## config.mk

```make
export PLATFORM = sky130hd
export DESIGN_NAME = websocket_short_text_deframer
export DESIGN_NICKNAME = d
export VERILOG_FILES = /design/src/rtl/wsd_pkg.sv /design/src/rtl/wsd_core.sv /design/src/rtl/websocket_short_text_deframer.sv
export VERILOG_INCLUDE_DIRS = /design/src /design/src/rtl
export SDC_FILE = /design/constraint.sdc
export NUM_CORES = 1
export LEC_CHECK = 0
export ABC_AREA = 1
export BUFFER_PORTS_ARGS = -buffer_cell sky130_fd_sc_hd__buf_2
export CORE_MARGIN = 4
export CORE_UTILIZATION = 59
export CTS_BUF_LIST = sky130_fd_sc_hd__clkbuf_2
export DETAILED_ROUTE_END_ITERATION = 16
export PLACE_DENSITY_LB_ADDON = 0.1
export SYNTH_ARGS = -nofsm -noshare
export SYNTH_HDL_FRONTEND = slang
export SYNTH_HIERARCHICAL = 1
export SYNTH_SLANG_ARGS = --single-unit
```

## constraint.sdc

```tcl
create_clock -name i_clk -period 7.74 [get_ports i_clk]
set_input_delay 1.548 -clock i_clk [delete_from_list [all_inputs] [get_ports i_clk]]
set_output_delay 1.548 -clock i_clk [all_outputs]
set_load 0.03 [all_outputs]
```

## src/rtl/websocket_short_text_deframer_assert.svh

```systemverilog
// Assertion macros used by the deframer top module.
`ifndef WEBSOCKET_SHORT_TEXT_DEFRAMER_ASSERT_SVH
`define WEBSOCKET_SHORT_TEXT_DEFRAMER_ASSERT_SVH

// Same-cycle implication, checked at every rising edge outside reset.
`define WSD_ASSERT_NOW(label, clk, rst_n, ante, cons, msg) \
    label: assert property (@(posedge clk) disable iff (!rst_n) (ante) |-> (cons)) \
        else $error(msg);

// Next-cycle implication, checked at every rising edge outside reset.
`define WSD_ASSERT_NEXT(label, clk, rst_n, ante, cons, msg) \
    label: assert property (@(posedge clk) disable iff (!rst_n) (ante) |=> (cons)) \
        else $error(msg);

`endif

```

## src/rtl/wsd_pkg.sv

```systemverilog
// Package with codes, limits and the result type of the deframer.
package wsd_pkg;

    localparam logic [1:0] ST_DATA  = 2'd0;
    localparam logic [1:0] ST_EMPTY = 2'd1;
    localparam logic [1:0] ST_BAD   = 2'd2;
    localparam logic [1:0] ST_TRUNC = 2'd3;

    localparam logic [3:0] OPCODE_TEXT = 4'h1;
    localparam logic [6:0] LEN_MAX     = 7'd125;

    typedef struct packed {
        logic       valid;
        logic [7:0] payload_byte;
        logic       payload_last;
        logic [1:0] frame_status;
    } t_result;

endpackage

```

## src/rtl/wsd_core.sv

```systemverilog
// Frame parser state and unmasking logic, one byte per step.
module wsd_core
    import wsd_pkg::*;
(
    input  logic       i_clk,
    input  logic       i_rst_n,
    input  logic       i_step,
    input  logic [7:0] i_rx_byte,
    input  logic       i_buffer_end,
    output t_result    o_result
);

    localparam logic [2:0] PH_HDR  = 3'd0;
    localparam logic [2:0] PH_LEN  = 3'd1;
    localparam logic [2:0] PH_MASK = 3'd2;
    localparam logic [2:0] PH_DATA = 3'd3;
    localparam logic [2:0] PH_DROP = 3'd4;

    logic [2:0] r_phase, n_phase;
    logic [6:0] r_len, n_len;
    logic [6:0] r_idx, n_idx;
    logic [7:0] r_key [4];
    logic [7:0] n_key [4];
    t_result    res;
    logic       bad_hdr;
    logic       bad_len;
    logic       data_last;
    logic [7:0] unmasked;

    assign bad_hdr   = !i_rx_byte[7] || (i_rx_byte[3:0] != OPCODE_TEXT);
    assign bad_len   = i_rx_byte[6:0] > LEN_MAX;
    assign data_last = ({1'b0, r_idx} + 8'd1) >= {1'b0, r_len};
    assign unmasked  = i_rx_byte ^ r_key[r_idx[1:0]];

    always_comb begin
        n_phase = r_phase;
        n_len   = r_len;
        n_idx   = r_idx;
        n_key   = r_key;
        res     = '0;
        unique case (r_phase)
            PH_HDR: begin
                if (bad_hdr) begin
                    res.valid        = 1'b1;
                    res.frame_status = ST_BAD;
                    n_phase          = i_buffer_end ? PH_HDR : PH_DROP;
                    n_idx            = '0;
                end else if (i_buffer_end) begin
                    res.valid        = 1'b1;
                    res.frame_status = ST_TRUNC;
                    n_idx            = '0;
                end else begin
                    n_phase = PH_LEN;
                end
            end
            PH_LEN: begin
                n_len = i_rx_byte[6:0];
                if (bad_len) begin
                    res.valid        = 1'b1;
                    res.frame_status = ST_BAD;
                    n_phase          = i_buffer_end ? PH_HDR : PH_DROP;
                    n_idx            = '0;
                end else if (i_buffer_end) begin
                    res.valid        = 1'b1;
                    res.frame_status = ST_TRUNC;
                    n_phase          = PH_HDR;
                    n_idx            = '0;
                end else begin
                    n_phase = PH_MASK;
                    n_idx   = '0;
                end
            end
            PH_MASK: begin
                n_key[r_idx[1:0]] = i_rx_byte;
                if (r_idx[1:0] == 2'd3) begin
                    n_idx = '0;
                    if (r_len == '0) begin
                        // Empty frame: the last key byte completes it.
                        res.valid        = 1'b1;
                        res.payload_last = 1'b1;
                        res.frame_status = ST_EMPTY;
                        n_phase          = i_buffer_end ? PH_HDR : PH_DROP;
                    end else if (i_buffer_end) begin
                        res.valid        = 1'b1;
                        res.frame_status = ST_TRUNC;
                        n_phase          = PH_HDR;
                    end else begin
                        n_phase = PH_DATA;
                    end
                end else if (i_buffer_end) begin
                    res.valid        = 1'b1;
                    res.frame_status = ST_TRUNC;
                    n_phase          = PH_HDR;
                    n_idx            = '0;
                end else begin
                    n_idx = r_idx + 7'd1;
                end
            end
            PH_DATA: begin
                if (data_last) begin
                    res.valid        = 1'b1;
                    res.payload_byte = unmasked;
                    res.payload_last = 1'b1;
                    res.frame_status = ST_DATA;
                    n_phase          = i_buffer_end ? PH_HDR : PH_DROP;
                    n_idx            = '0;
                end else if (i_buffer_end) begin
                    res.valid        = 1'b1;
                    res.frame_status = ST_TRUNC;
                    n_phase          = PH_HDR;
                    n_idx            = '0;
                end else begin
                    res.valid        = 1'b1;
                    res.payload_byte = unmasked;
                    res.frame_status = ST_DATA;
                    n_idx            = r_idx + 7'd1;
                end
            end
            default: begin
                // Dropping the tail of the buffer; unused codes behave the same.
                if (i_buffer_end) begin
                    n_phase = PH_HDR;
                    n_idx   = '0;
                end
            end
        endcase
        res.valid = res.valid && i_step;
    end

    assign o_result = res;

    always_ff @(posedge i_clk) begin
        if (!i_rst_n) begin
            r_phase <= PH_HDR;
            r_len   <= '0;
            r_idx   <= '0;
            r_key   <= '{default: '0};
        end else if (i_step) begin
            r_phase <= n_phase;
            r_len   <= n_len;
            r_idx   <= n_idx;
            r_key   <= n_key;
        end
    end

endmodule

```

## src/rtl/websocket_short_text_deframer.sv

```systemverilog
// A byte accepted into the input register passes the parse step into the result register
// once that register is free or being emptied; one byte per cycle while the result
// register is not held by a low i_out_ready.
// Reset: synchronous active-low i_rst_n empties both registers and returns the
// parser to the first header byte with length, index and mask key cleared.
module websocket_short_text_deframer
    import wsd_pkg::*;
(
    input  logic       i_clk,
    input  logic       i_rst_n,
    input  logic       i_in_valid,
    output logic       o_in_ready,
    input  logic [7:0] i_rx_byte,
    input  logic       i_buffer_end,
    output logic       o_out_valid,
    input  logic       i_out_ready,
    output logic [7:0] o_payload_byte,
    output logic       o_payload_last,
    output logic [1:0] o_frame_status
);

    `include "websocket_short_text_deframer_assert.svh"

    logic       r_in_valid;
    logic [7:0] r_in_byte;
    logic       r_in_end;
    logic       r_out_valid;
    logic [7:0] r_out_byte;
    logic       r_out_last;
    logic [1:0] r_out_status;
    logic       advance;
    t_result    result;

    // The held byte moves on whenever the result register is free or being emptied.
    assign advance    = r_in_valid && (!r_out_valid || i_out_ready);
    assign o_in_ready = !r_in_valid || advance;

    wsd_core u_core (
        .i_clk        (i_clk),
        .i_rst_n      (i_rst_n),
        .i_step       (advance),
        .i_rx_byte    (r_in_byte),
        .i_buffer_end (r_in_end),
        .o_result     (result)
    );

    always_ff @(posedge i_clk) begin
        if (!i_rst_n) begin
            r_in_valid <= 1'b0;
        end else if (o_in_ready) begin
            r_in_valid <= i_in_valid;
        end
    end

    always_ff @(posedge i_clk) begin
        if (o_in_ready && i_in_valid) begin
            r_in_byte <= i_rx_byte;
            r_in_end  <= i_buffer_end;
        end
    end

    always_ff @(posedge i_clk) begin
        if (!i_rst_n) begin
            r_out_valid <= 1'b0;
        end else if (advance) begin
            r_out_valid <= result.valid;
        end else if (i_out_ready) begin
            r_out_valid <= 1'b0;
        end
    end

    always_ff @(posedge i_clk) begin
        if (advance && result.valid) begin
            r_out_byte   <= result.payload_byte;
            r_out_last   <= result.payload_last;
            r_out_status <= result.frame_status;
        end
    end

    assign o_out_valid    = r_out_valid;
    assign o_payload_byte = r_out_byte;
    assign o_payload_last = r_out_last;
    assign o_frame_status = r_out_status;

    `WSD_ASSERT_NOW(a_nondata_zero, i_clk, i_rst_n,
        o_out_valid && (o_frame_status != ST_DATA),
        o_payload_byte == 8'd0, "non-data result carries a payload byte")
    `WSD_ASSERT_NOW(a_error_not_last, i_clk, i_rst_n,
        o_out_valid && ((o_frame_status == ST_BAD) || (o_frame_status == ST_TRUNC)),
        !o_payload_last, "error result marked last")
    `WSD_ASSERT_NOW(a_stall_cause, i_clk, i_rst_n,
        !o_in_ready, r_in_valid && r_out_valid && !i_out_ready,
        "input stalled without a blocked result")
    `WSD_ASSERT_NEXT(a_held_byte_kept, i_clk, i_rst_n,
        r_in_valid && !advance,
        r_in_valid && $stable(r_in_byte) && $stable(r_in_end),
        "held byte lost while stalled")

endmodule
```

[Word level (Yosys, flattened, before mapping)]
Index checks and enable logic that the tools add are counted.
Storage, ports and cells
  bits in registers: 71
  latch bits: 0
  RAM bits: 0
  memory bits (read-only): 0
  bits of input ports: 13
  output and inout port bits: 13
  word-level logic and storage cells: 89
  memories: 0
Cells by class
  $add $sub $neg: 2
  multiply operators: 0
  divide/modulo/power cells: 0
  order comparisons: 4
  equal/unequal tests: 6
  shifts and indexed selects: 0
  muxes and demuxes: 44
  bitwise logic cells: 2
  reductions and logical operators: 17
Operator list (number)
  $mux W8: 5
  $mux W7: 5
  $bwmux W32: 1
  $pmux W7 S4: 1
  $mux W3: 8
  $bmux W8 S2: 1
  $demux W8 S2: 1
  $mux W2: 8
  $pmux W3 S4: 1
  $mux W1: 10
  $add A7 B1 Y8 const B: 1
  $ge A8 B7 Y1: 1
  $pmux W2 S4: 1
  $xor A8 B8 Y8: 1
  $add A7 B1 Y7 const B: 1
  $gt A7 B7 Y1 const B: 1
  $logic_not A7 Y1: 1
  $eq A3 B2 Y1 const B: 2
  $reduce_and A2 Y1: 3
  $logic_and A1 B1 Y1: 5
  $ne A4 B1 Y1 const B: 1
  $pmux W1 S4: 1
  $eq A3 B1 Y1 const B: 1
  $ge A3 B3 Y1 const B: 1
  9 further kinds: 13

[Logic depth before layout (Yosys ltp)]
Gate-level depths: netlist (run 1).
  depth after elaboration: 7
  gate-level depth with buffers: 18
  mapped depth without buffers: 18

[By module]
The synthesis (run 1) kept the hierarchy.
Modules (own cells, without submodules)
  wsd_core: times used 1, cells an instance 454, area an instance 2952.8 um2, sequential area each 980.9 um2
  websocket_short_text_deframer: times used 1, cells an instance 37, area an instance 708.2 um2, sequential area each 640.6 um2

[Least setup slack after synthesis (run 1)]
Ideal clock, no wire load.
  path kind: input to register
  start: in i_out_ready
  end: reg r_out_status[0] (netlist: o_frame_status[0]), enable pin
  library setup time: 0.393 ns
  data arrival time: 3.268 ns
  data required time: 7.347 ns
  slack: 4.079 ns
  cell stages on the path: 9
  path buffers: 1
  path through: inv_1 nand2_1 inv_1 nor2_1 inv_2 clkbuf_1 nor2_1 inv_1 nor3_1
RTL lines
  start, declared: line websocket_short_text_deframer.sv:16  | input logic i_out_ready,
  end signal, assigned: line websocket_short_text_deframer.sv:76  | r_out_status <= result.frame_status;
  end, declared: line websocket_short_text_deframer.sv:30  | logic [1:0] r_out_status;

[Worst setup path in the final report (run 1)]
  start: in i_out_ready
  end: out o_in_ready
On the way
  word-level cells in the longest chain between the ends: 3
Ends and longest elaborated chain
  $logic_or A1 B1 Y1: line websocket_short_text_deframer.sv:35  | assign advance = r_in_valid && (!r_out_valid || i_out_ready);
  $logic_and A1 B1 Y1: line websocket_short_text_deframer.sv:35
  $logic_or A1 B1 Y1: line websocket_short_text_deframer.sv:36  | assign o_in_ready = !r_in_valid || advance;
  end, declared: line websocket_short_text_deframer.sv:12  | output logic o_in_ready,
No other way between the ends.

==> flow_metrics.tcl, run 1 <==
set metrics [dict create \
    syn_inst 491 \
    die_h_um 86.8 \
    cts.sinks 71 \
    critPathMaxFanout 3 \
    core.rowCount 28 \
    clk_latency_ns 0.50 \
    cts_tree "built" \
    synth_xor_area_share_pct 0.239 \
    p_leak_nw 1.59 \
    yosys_most_used_dff "dfxtp_1" \
    drv_cap 0 \
    firstDrtPassIters 5 \
    routed_wl_mm 8.06 \
    path_common_cell "buf_2" \
    nFillCells 516 \
    synth-compound-area-share_pct 19.0 \
    grt_max_degree 34 \
    power_frac_seq_pct 59.1 \
    status "finished, final reports clean" \
    ys_async_sr_fraction_pct 0 \
    syn_area_um2 3660 \
    switching_share_pct 28.7 \
    rr_startpoint "u_core/r_idx[0]$_SDFFE_PN0P_" \
    synthAdderAreaFrac_pct 3.76 \
    cp_slowest_cell "buf_2" \
    p_int_mw 0.487 \
    grt_usage_pct 23.0 \
    antenna_cells 0 \
    p_comb_share_pct 9.9 \
    crit_type "input port to output port" \
    muxShareOfSynthArea_pct 0 \
    syn-num-nets 515 \
    reg2reg_depth 15 \
    clock_skew_ns 0.0228 \
    postCtsSetupRepairBufs 0 \
    area_delta_synth_final_pct 6.70 \
    dp_hpwl_mm 5.75 \
    finalCritPeriodShare_pct 46.2 \
    maxSlewHeadroom_pct 30.6 \
    r2r_slack_ns 4.22 \
    rsz0062_at_grt "false" \
    io_pins 26 \
    final_antenna_net_count 0 \
    p_switching_mw 0.196 \
    drc 0 \
    power_density_nw_per_um2 175 \
    max_freq_mhz 280 \
    htree_levels 3 \
    first_global_vias 2936 \
    ir_drop_v 0.000118 \
    drive_above_1_share_pct 14.4 \
    fin_tns_setup_ns 0 \
    path_clk_slew_ns 0.19 \
    ys_seq_elements 71 \
    dieArea_um2 7530 \
    postPlaceCellArea_um2 3790 \
    pwr-share-clk_pct 31.0 \
    tightestPinTransition_ns 1.04 \
    routedWlPerCell_um 13.7 \
    vias_per_cell 5.49 \
    reg2reg_to "o_payload_byte[4]$_DFFE_PP_" \
    synth_top_family_by_area "simple AND/OR/NAND/NOR gates" \
    start_util_pct 61.5 \
    postCtsHoldBufs 0 \
    setup_viol 0 \
    synth_cell_types 36 \
    synth_enable_flop_cells 20 \
    final_common_cell "nand2_1" \
    synth-simple-area-share_pct 22.6 \
    critical_path_required_ns 6.19 \
    place_congestion 0.936 \
    fp.dieW_um 86.8 \
    root_buffer "clkbuf_2" \
    final_cell_mix "nand2_1, a21oi_1, inv_1" \
    drt-initial-drc-count 276 \
    io_buffer_count 25 \
    period_needed_ns 3.58 \
    cts_buffers 9 \
    overflow 0 \
    cp_cell_sequence "buf_2, inv_1, nand3_1, buf_2" \
    crit_path_start "i_out_ready" \
    worstPathArrival_ns 2.03 \
    min_path_type "register to register" \
    maxSlewViolCount 0 \
    crit_path_end_kind "output port" \
    cts_buffer_depth 2 \
    nNetsFinal 532 \
    crit_end "o_in_ready" \
    grt_pass1_wl_mm 13.7 \
    yosysSeqAreaShare_pct 44.3 \
    max_stage_delay_ns 0.21 \
    syn_area_per_cell_um2 7.46 \
    yosysWarnings 6 \
    finalInstanceArea_um2 3910 \
    ctsResizeCount 0 \
    fp.coreArea_um2 5960 \
    finalHoldViolCount 0 \
    antenna_found_initial 0 \
    route.vias.total 3230 \
    cp-start-kind "input port" \
]
## cells in the mapped netlist, drive strengths merged, types with 2 or more instances
cell type | instances | area, um^2
nand2 | 96 | 375
a21oi | 72 | 368
inv | 72 | 270
dfxtp | 51 | 1020
o21ai | 46 | 230
nor2 | 37 | 154
nand3 | 34 | 175
edfxtp | 20 | 601
ha | 11 | 138
buf | 10 | 61.3
clkbuf | 10 | 37.5
nor3 | 7 | 57.6
o211ai | 7 | 52.6
nand4 | 5 | 31.3
a31oi | 2 | 12.5
o22ai | 2 | 12.5
or2 | 2 | 12.5
## flip-flops by register name, summed over array words and instances (netlist names), 2 cells and up
| register | flops |
|---|---|
| o_frame_status | 2 |
| o_payload_byte | 8 |
| r_in_byte | 8 |
| u_core/r_idx | 7 |
| u_core/r_key | 32 |
| u_core/r_len | 7 |
| u_core/r_phase | 3 |
## critical path, delay by kind of cell
kind / cells / cell delay (ns)
buffers and inverters: 3 / 0.36
and+or+nand+nor: 1 / 0.12
## final cells by class
| class | instances | area [um^2] | share of cell area, % |
|---|---|---|---|
| Timing Repair Buffer | 26 | 133 | 3.40 |
| Inverter | 73 | 274 | 7.01 |
| Clock buffer | 9 | 45.0 | 1.15 |
| Sequential cell | 71 | 1620 | 41.5 |
| Tap cell | 75 | 93.8 | 2.40 |
| Multi-Input combinational cell | 327 | 1670 | 42.7 |
| Clock inverter | 7 | 72.6 | 1.86 |
## through the flow
step	setup WS, ns	hold WS, ns	instances	power [mW]	util, %
global placement	4.18	0.434	572	0.476	63.6
finish	4.16	0.463	588	0.683	65.6
global route	3.86	0.492	588	0.720	65.6
detailed placement	4.17	0.441	572	0.478	63.6
CTS	4.17	0.465	588	0.688	65.6
floorplan	4.08	0.425	491	0.458	-
## power groups by stage
stage | combinational, mW | sequential (mW) | clock, mW
after floorplan | 0.0509 | 0.407 | 0
after detailed placement | 0.0668 | 0.411 | 0
final | 0.0678 | 0.403 | 0.212
after global routing | 0.0767 | 0.405 | 0.238
after CTS | 0.0670 | 0.403 | 0.218
after global placement | 0.0651 | 0.411 | 0
## cells by family (layout without fill, tap and decap cells)
kind of cell / after synthesis / count (layout)
and+or+nand+nor: 184 / 184
AOI/OAI and AO/OA: 131 / 131
buffers and inverters: 93 / 115
DFF: 71 / 71
adders and majority gates: 11 / 11
xor gates and xnor gates: 1 / 1
## metal layers
| layer | global-route usage (%) | part of all wire, % |
|---|---|---|
| met5 | 0 | 0 |
| met4 | 9.92 | 2.3 |
| met2 | 34.9 | 44 |
| met3 | 3.61 | 6.1 |
| met1 | 32.5 | 48 |
## how the worst min path moves through the flow
stage | slack (ns) | end | start | cells after the start
floorplan | 0.43 | u_core/r_key[11]$_SDFFE_PN0P_ | u_core/r_key[11]$_SDFFE_PN0P_ | 2
global placement | 0.43 | u_core/r_key[26]$_SDFFE_PN0P_ | u_core/r_key[26]$_SDFFE_PN0P_ | 2
detailed placement | 0.44 | u_core/r_key[27]$_SDFFE_PN0P_ | u_core/r_key[27]$_SDFFE_PN0P_ | 2
CTS | 0.46 | u_core/r_key[26]$_SDFFE_PN0P_ | u_core/r_key[26]$_SDFFE_PN0P_ | 2
global route | 0.49 | u_core/r_key[10]$_SDFFE_PN0P_ | u_core/r_key[10]$_SDFFE_PN0P_ | 2
finish | 0.46 | u_core/r_key[26]$_SDFFE_PN0P_ | u_core/r_key[26]$_SDFFE_PN0P_ | 2
Note: power is estimated with default switching activity, not from simulation.
==> run 2: changes to the inputs <==
==> constraint.sdc (replaced) <==
create_clock -name i_clk -period 3.6 [get_ports i_clk]
set_input_delay 0.72 -clock i_clk [delete_from_list [all_inputs] [get_ports i_clk]]
set_output_delay 0.72 -clock i_clk [all_outputs]
set_load 0.03 [all_outputs]
==> run 2 against run 1 <==
Hold slack lost 0.084 ns. Largest power group unchanged. Critical path type is now register to register. Largest cell class unchanged. Count of clock-buffer cells in the layout is 1 higher. Global-route usage up 1.0 points. Power increased by 120%. Sequential cell count unchanged. Core utilization up 0.48 points. Final area grew 0.74%. Sequential share of layout area fell by 0.30 points.
==> flow_metrics.tcl, run 2 (synthesized netlist as in run 1, its figures left out) <==
set metrics [dict create \
    vias_per_cell 5.62 \
    cts.sinks 71 \
    root_buffer "clkbuf_2" \
    antenna_cells 0 \
    final_cell_mix "nand2_1, a21oi_1, inv_1" \
    clk_latency_ns 0.50 \
    crit_path_end_kind "register" \
    drt-initial-drc-count 412 \
    power_density_nw_per_um2 377 \
    io_pins 26 \
    maxSlewHeadroom_pct 58.2 \
    max_freq_mhz 347 \
    grt_pass1_wl_mm 14.0 \
    cts_buffers 9 \
    maxSlewViolCount 0 \
    ctsResizeCount 0 \
    drive_above_1_share_pct 15.1 \
    period_needed_ns 2.88 \
    cp_cell_sequence "ha_1, buf_4, nand2_1, nor2_1, inv_1, nor2_1, nor2_1, ha_1, nand2_1, nand2_1, nor2_1, nand2_1, nor2_1, inv_2, o211ai_1, inv_1" \
    rsz0062_at_grt "false" \
    drc 0 \
    postCtsSetupRepairBufs 0 \
    dieArea_um2 7530 \
    critPathMaxFanout 13 \
    regMostFlops "u_core/r_key" \
    area_delta_synth_final_pct 7.48 \
    tightestPinTransition_ns 0.627 \
    route.vias.total 3329 \
    setup_slack_ns 0.717 \
    routed_wl_mm 8.39 \
    setup_viol 0 \
    cts_tree "built" \
    htree_levels 3 \
    nNetsFinal 536 \
    cts_buffer_depth 2 \
    final_common_cell "nand2_1" \
    place_ws_ns 0.801 \
    dp_hpwl_mm 6.01 \
    worstPathArrival_ns 3.16 \
    place_congestion 1.01 \
    finalHoldViolCount 0 \
    status "finished, final reports clean" \
    final_antenna_net_count 0 \
    p_leak_nw 1.62 \
    fp.dieW_um 86.8 \
    firstDrtPassIters 5 \
    first_global_vias 2951 \
    critPathTopFamily "simple AND/OR/NAND/NOR gates" \
    finalCritPeriodShare_pct 80.1 \
    whs_ns 0.379 \
    utilization_pct 66.1 \
    ir_drop_v 0.000376 \
    io_buffer_count 25 \
    path_clk_slew_ns 0.21 \
    drv_cap 0 \
    max_stage_delay_ns 0.64 \
    cp_slowest_cell "dfxtp_1" \
    path_common_cell "nor2_1" \
    critical_path_required_ns 3.88 \
    crit_buf_inv 4 \
    core.rowCount 28 \
    grt_max_degree 33 \
    start_util_pct 61.5 \
    largest_reg_flops 32 \
    cp-start-kind "register" \
    min_path_type "input port to register" \
    crit_type "register to register" \
    clock_skew_ns 0.0310 \
    routedWlPerCell_um 14.2 \
    antenna_found_initial 0 \
    fin_tns_setup_ns 0 \
    die_h_um 86.8 \
    fp.coreArea_um2 5960 \
    postCtsHoldBufs 0 \
    grt_usage_pct 24.0 \
    overflow 0 \
]
## run 2: changes by cell type in the layout (fill, tap and decap cells not counted), sizes merged
cell	before	now
buf	26	30
clkbuf	9	10
clkinv	4	2
clkinvlp	2	1
inv	73	75
## run 2: layer usage
layer | track usage [%] | routed length [um] | vias up
li1 | - | - | 1665
met1 | 33.0 | 3840 | 1515
met2 | 37.1 | 3750 | 135
met3 | 4.28 | 632 | 14
met4 | 10.8 | 174 | 0
met5 | 0 | 0 | -
## run 2: final timing paths
path	start	end	slack, ns	depth (start not counted)
hold reg to reg	u_core/r_key[28]$_SDFFE_PN0P_	u_core/r_key[28]$_SDFFE_PN0P_	0.46	2
setup reg to reg	u_core/r_idx[1]$_SDFFE_PN0P_	o_payload_byte[1]$_DFFE_PP_	0.72	16
hold / removal	i_rx_byte[6]	r_in_byte[6]$_DFFE_PP_	0.38	1
setup / recovery	u_core/r_idx[1]$_SDFFE_PN0P_	o_payload_byte[1]$_DFFE_PP_	0.72	16
## run 2: through the flow
| stage | power (mW) | std cells | cell area (um^2) |
|---|---|---|---|
| 6_report | 1.48 | 592 | 3940 |
| 5_1_grt | 1.56 | 592 | 3940 |
| 4_1_cts | 1.49 | 592 | 3940 |
| 3_5_place_dp | 1.03 | 576 | 3820 |
| 3_3_place_gp | 1.03 | 576 | 3820 |
| 2_1_floorplan | 0.984 | 491 | 3660 |
## run 2: layout make-up
class,instances,area [um^2]
inverters,73,274
well taps,75,93.8
clock buffers,10,50.0
fillers,530,2020
multi-input cells,327,1670
flip-flops and latches,71,1620
repair buffers,30,163
clock inverters,6,66.3
## run 2: power by group
group	switching [mW]	total (mW)	internal (mW)
logic	0.0995	0.148	0.0482
clock network	0.301	0.468	0.168
registers	0.0280	0.868	0.840
## run 2: worst register-to-register path: stages (launching register included)
cell      delay [ns]
dfxtp_1         0.64
ha_1            0.24
buf_4           0.18
nand2_1         0.11
nor2_1          0.15
inv_1           0.08
nor2_1          0.08
nor2_1          0.07
ha_1            0.29
nand2_1         0.07
nand2_1         0.04
nor2_1          0.16
nand2_1         0.10
nor2_1          0.18
inv_2           0.11
o211ai_1        0.11
inv_1           0.06
==> run 3: changes to the inputs <==
--- a/config.mk
+++ b/config.mk
@@ -9,7 +9,7 @@
 export ABC_AREA = 1
 export BUFFER_PORTS_ARGS = -buffer_cell sky130_fd_sc_hd__buf_2
 export CORE_MARGIN = 4
-export CORE_UTILIZATION = 59
+export CORE_UTILIZATION = 56
 export CTS_BUF_LIST = sky130_fd_sc_hd__clkbuf_2
 export DETAILED_ROUTE_END_ITERATION = 16
 export PLACE_DENSITY_LB_ADDON = 0.1
==> constraint.sdc (replaced) <==
create_clock -name i_clk -period 2.32 [get_ports i_clk]
set_input_delay 0.464 -clock i_clk [delete_from_list [all_inputs] [get_ports i_clk]]
set_output_delay 0.464 -clock i_clk [all_outputs]
set_load 0.03 [all_outputs]
==> run 3 against run 2 <==
Worst setup slack worse by 0.63 ns. Core utilization up 1.4 points. Die area up 4.9%. Power up 58%. Final area is 8.9% higher. Register-to-register slack lost 0.63 ns. Cell count up 4.9%. Critical endpoint is now o_payload_byte[2]$_DFFE_PP_. Global-route usage is 0.27 points higher. Count of clock-buffer cells in the layout stayed put. Non-clock buffer count increased by 27.
==> flow_metrics.tcl, run 3 (synthesized netlist as in run 1, its figures left out) <==
set metrics [dict create \
    status "finished, final reports clean" \
    maxSlewHeadroom_pct 65.8 \
    largest_reg_flops 32 \
    grt_usage_pct 24.3 \
    min_path_type "input port to register" \
    cts_tree "built" \
    critPathTopFamily "simple AND/OR/NAND/NOR gates" \
    utilization_pct 67.5 \
    drt-initial-drc-count 264 \
    drc 0 \
    die_h_um 88.9 \
    final_cell_mix "nand2_1, a21oi_1, inv_1" \
    routedWlPerCell_um 15.0 \
    critPathMaxFanout 6 \
    firstDrtPassIters 5 \
    area_delta_synth_final_pct 17.1 \
    max_freq_mhz 449 \
    critical_path_required_ns 2.57 \
    final_common_cell "nand2_1" \
    p_switching_mw 0.678 \
    pwr-share-clk_pct 30.1 \
    cts.sinks 71 \
    ir_drop_v 0.000440 \
    crit_type "register to register" \
    routed_wl_mm 9.31 \
    clock_skew_ns 0.0377 \
    core.rowCount 29 \
    route.vias.total 3410 \
    fp.dieW_um 88.9 \
    max_stage_delay_ns 0.40 \
    regMostFlops "u_core/r_key" \
    io_buffer_count 25 \
    htree_levels 3 \
    vias_per_cell 5.49 \
    nNetsFinal 563 \
    cts_buffer_depth 2 \
    crit_path_end_kind "register" \
    nFillCells 534 \
    finalCritPeriodShare_pct 96.1 \
    path_common_cell "nor3_1" \
    place_congestion 0.897 \
    worstPathArrival_ns 2.48 \
    p_int_mw 1.66 \
    start_util_pct 57.7 \
    grt_pass1_wl_mm 14.6 \
    tightestPinTransition_ns 0.512 \
    first_global_vias 3016 \
    power_density_nw_per_um2 546 \
    switching_share_pct 28.9 \
    grt_max_degree 32 \
    fp.coreArea_um2 6350 \
    drv_cap 0 \
    setup_viol 0 \
    clk_latency_ns 0.53 \
    cts_buffers 9 \
    antenna_found_initial 0 \
    crit_buf_inv 3 \
    dp_hpwl_mm 6.56 \
    antenna_cells 0 \
    cp_slowest_cell "edfxtp_1" \
    maxSlewViolCount 0 \
    period_needed_ns 2.23 \
    cp_cell_sequence "inv_1, nor3_1, nand3_1, o21ai_2, a21o_1, nor3_1, nor2_1, inv_2, nor3_4, buf_6" \
    dieArea_um2 7900 \
    whs_ns 0.108 \
    p_comb_share_pct 13.5 \
    p_leak_nw 1.76 \
    postCtsHoldBufs 0 \
    power_frac_seq_pct 56.4 \
    final_antenna_net_count 0 \
    root_buffer "clkbuf_2" \
    cp-start-kind "register" \
    io_pins 26 \
    path_clk_slew_ns 0.20 \
    overflow 0 \
    finalHoldViolCount 0 \
    drive_above_1_share_pct 23.9 \
]
run 3: worst paths after layout:
check | startpoint | endpoint | slack [ns] | cells after the start
max | r_in_byte[2]$_DFFE_PP_ | o_payload_byte[2]$_DFFE_PP_ | 0.09 | 10
min | i_rx_byte[6] | r_in_byte[6]$_DFFE_PP_ | 0.11 | 1
max reg2reg | r_in_byte[2]$_DFFE_PP_ | o_payload_byte[2]$_DFFE_PP_ | 0.09 | 10
min reg2reg | u_core/r_key[25]$_SDFFE_PN0P_ | u_core/r_key[25]$_SDFFE_PN0P_ | 0.46 | 2
run 3: final cells by class:
| class | count | area [um^2] | share of cell area, % |
|---|---|---|---|
| clock buffer | 10 | 50.0 | 1.17 |
| clock inverter | 6 | 61.3 | 1.43 |
| inverter | 73 | 279 | 6.51 |
| multi-input combinational | 327 | 1790 | 41.8 |
| sequential | 71 | 1630 | 38.1 |
| tap | 77 | 96.3 | 2.25 |
| timing repair buffer | 57 | 377 | 8.79 |
run 3: repair_timing:
item | in CTS | in global routing
resized for setup | 0 | 39
setup endpoints to repair | 0 | 31
setup buffers | 0 | 3
run 3: power by group through the flow:
stage / logic (mW) / registers, mW / clock network (mW)
2_1_floorplan: 0.171 / 1.36 / 0
3_3_place_gp: 0.275 / 1.35 / 0
3_5_place_dp: 0.281 / 1.35 / 0
4_1_cts: 0.282 / 1.32 / 0.722
5_1_grt: 0.348 / 1.33 / 0.767
6_report: 0.315 / 1.32 / 0.706
run 3: worst register-to-register path, cell delays in order, from the launching register on:
cell	delay, ns
edfxtp_1	0.40
inv_1	0.11
nor3_1	0.19
nand3_1	0.20
o21ai_2	0.20
a21o_1	0.11
nor3_1	0.05
nor2_1	0.22
inv_2	0.08
nor3_4	0.24
buf_6	0.18
run 3: metrics by stage:
step / total power [mW] / TNS [ns] / std cells / instance area [um^2] / worst slack, ns
after floorplan: 1.53 / 0 / 491 / 3670 / 0.0623
after global routing: 2.44 / -0.131 / 621 / 4290 / -0.0315
final: 2.34 / 0 / 621 / 4290 / 0.0914
after detailed placement: 1.63 / 0 / 601 / 4000 / 0.0408
after global placement: 1.62 / 0 / 601 / 4000 / 0.119
after CTS: 2.33 / 0 / 617 / 4110 / 0.00224
run 3: routing by layer:
metal,routed length (um),up-vias,global-route usage (%)
li1,-,1715,-
met3,677,21,3.91
met2,4110,129,35.5
met4,199,0,11.1
met5,0,-,0
met1,4320,1545,35.1
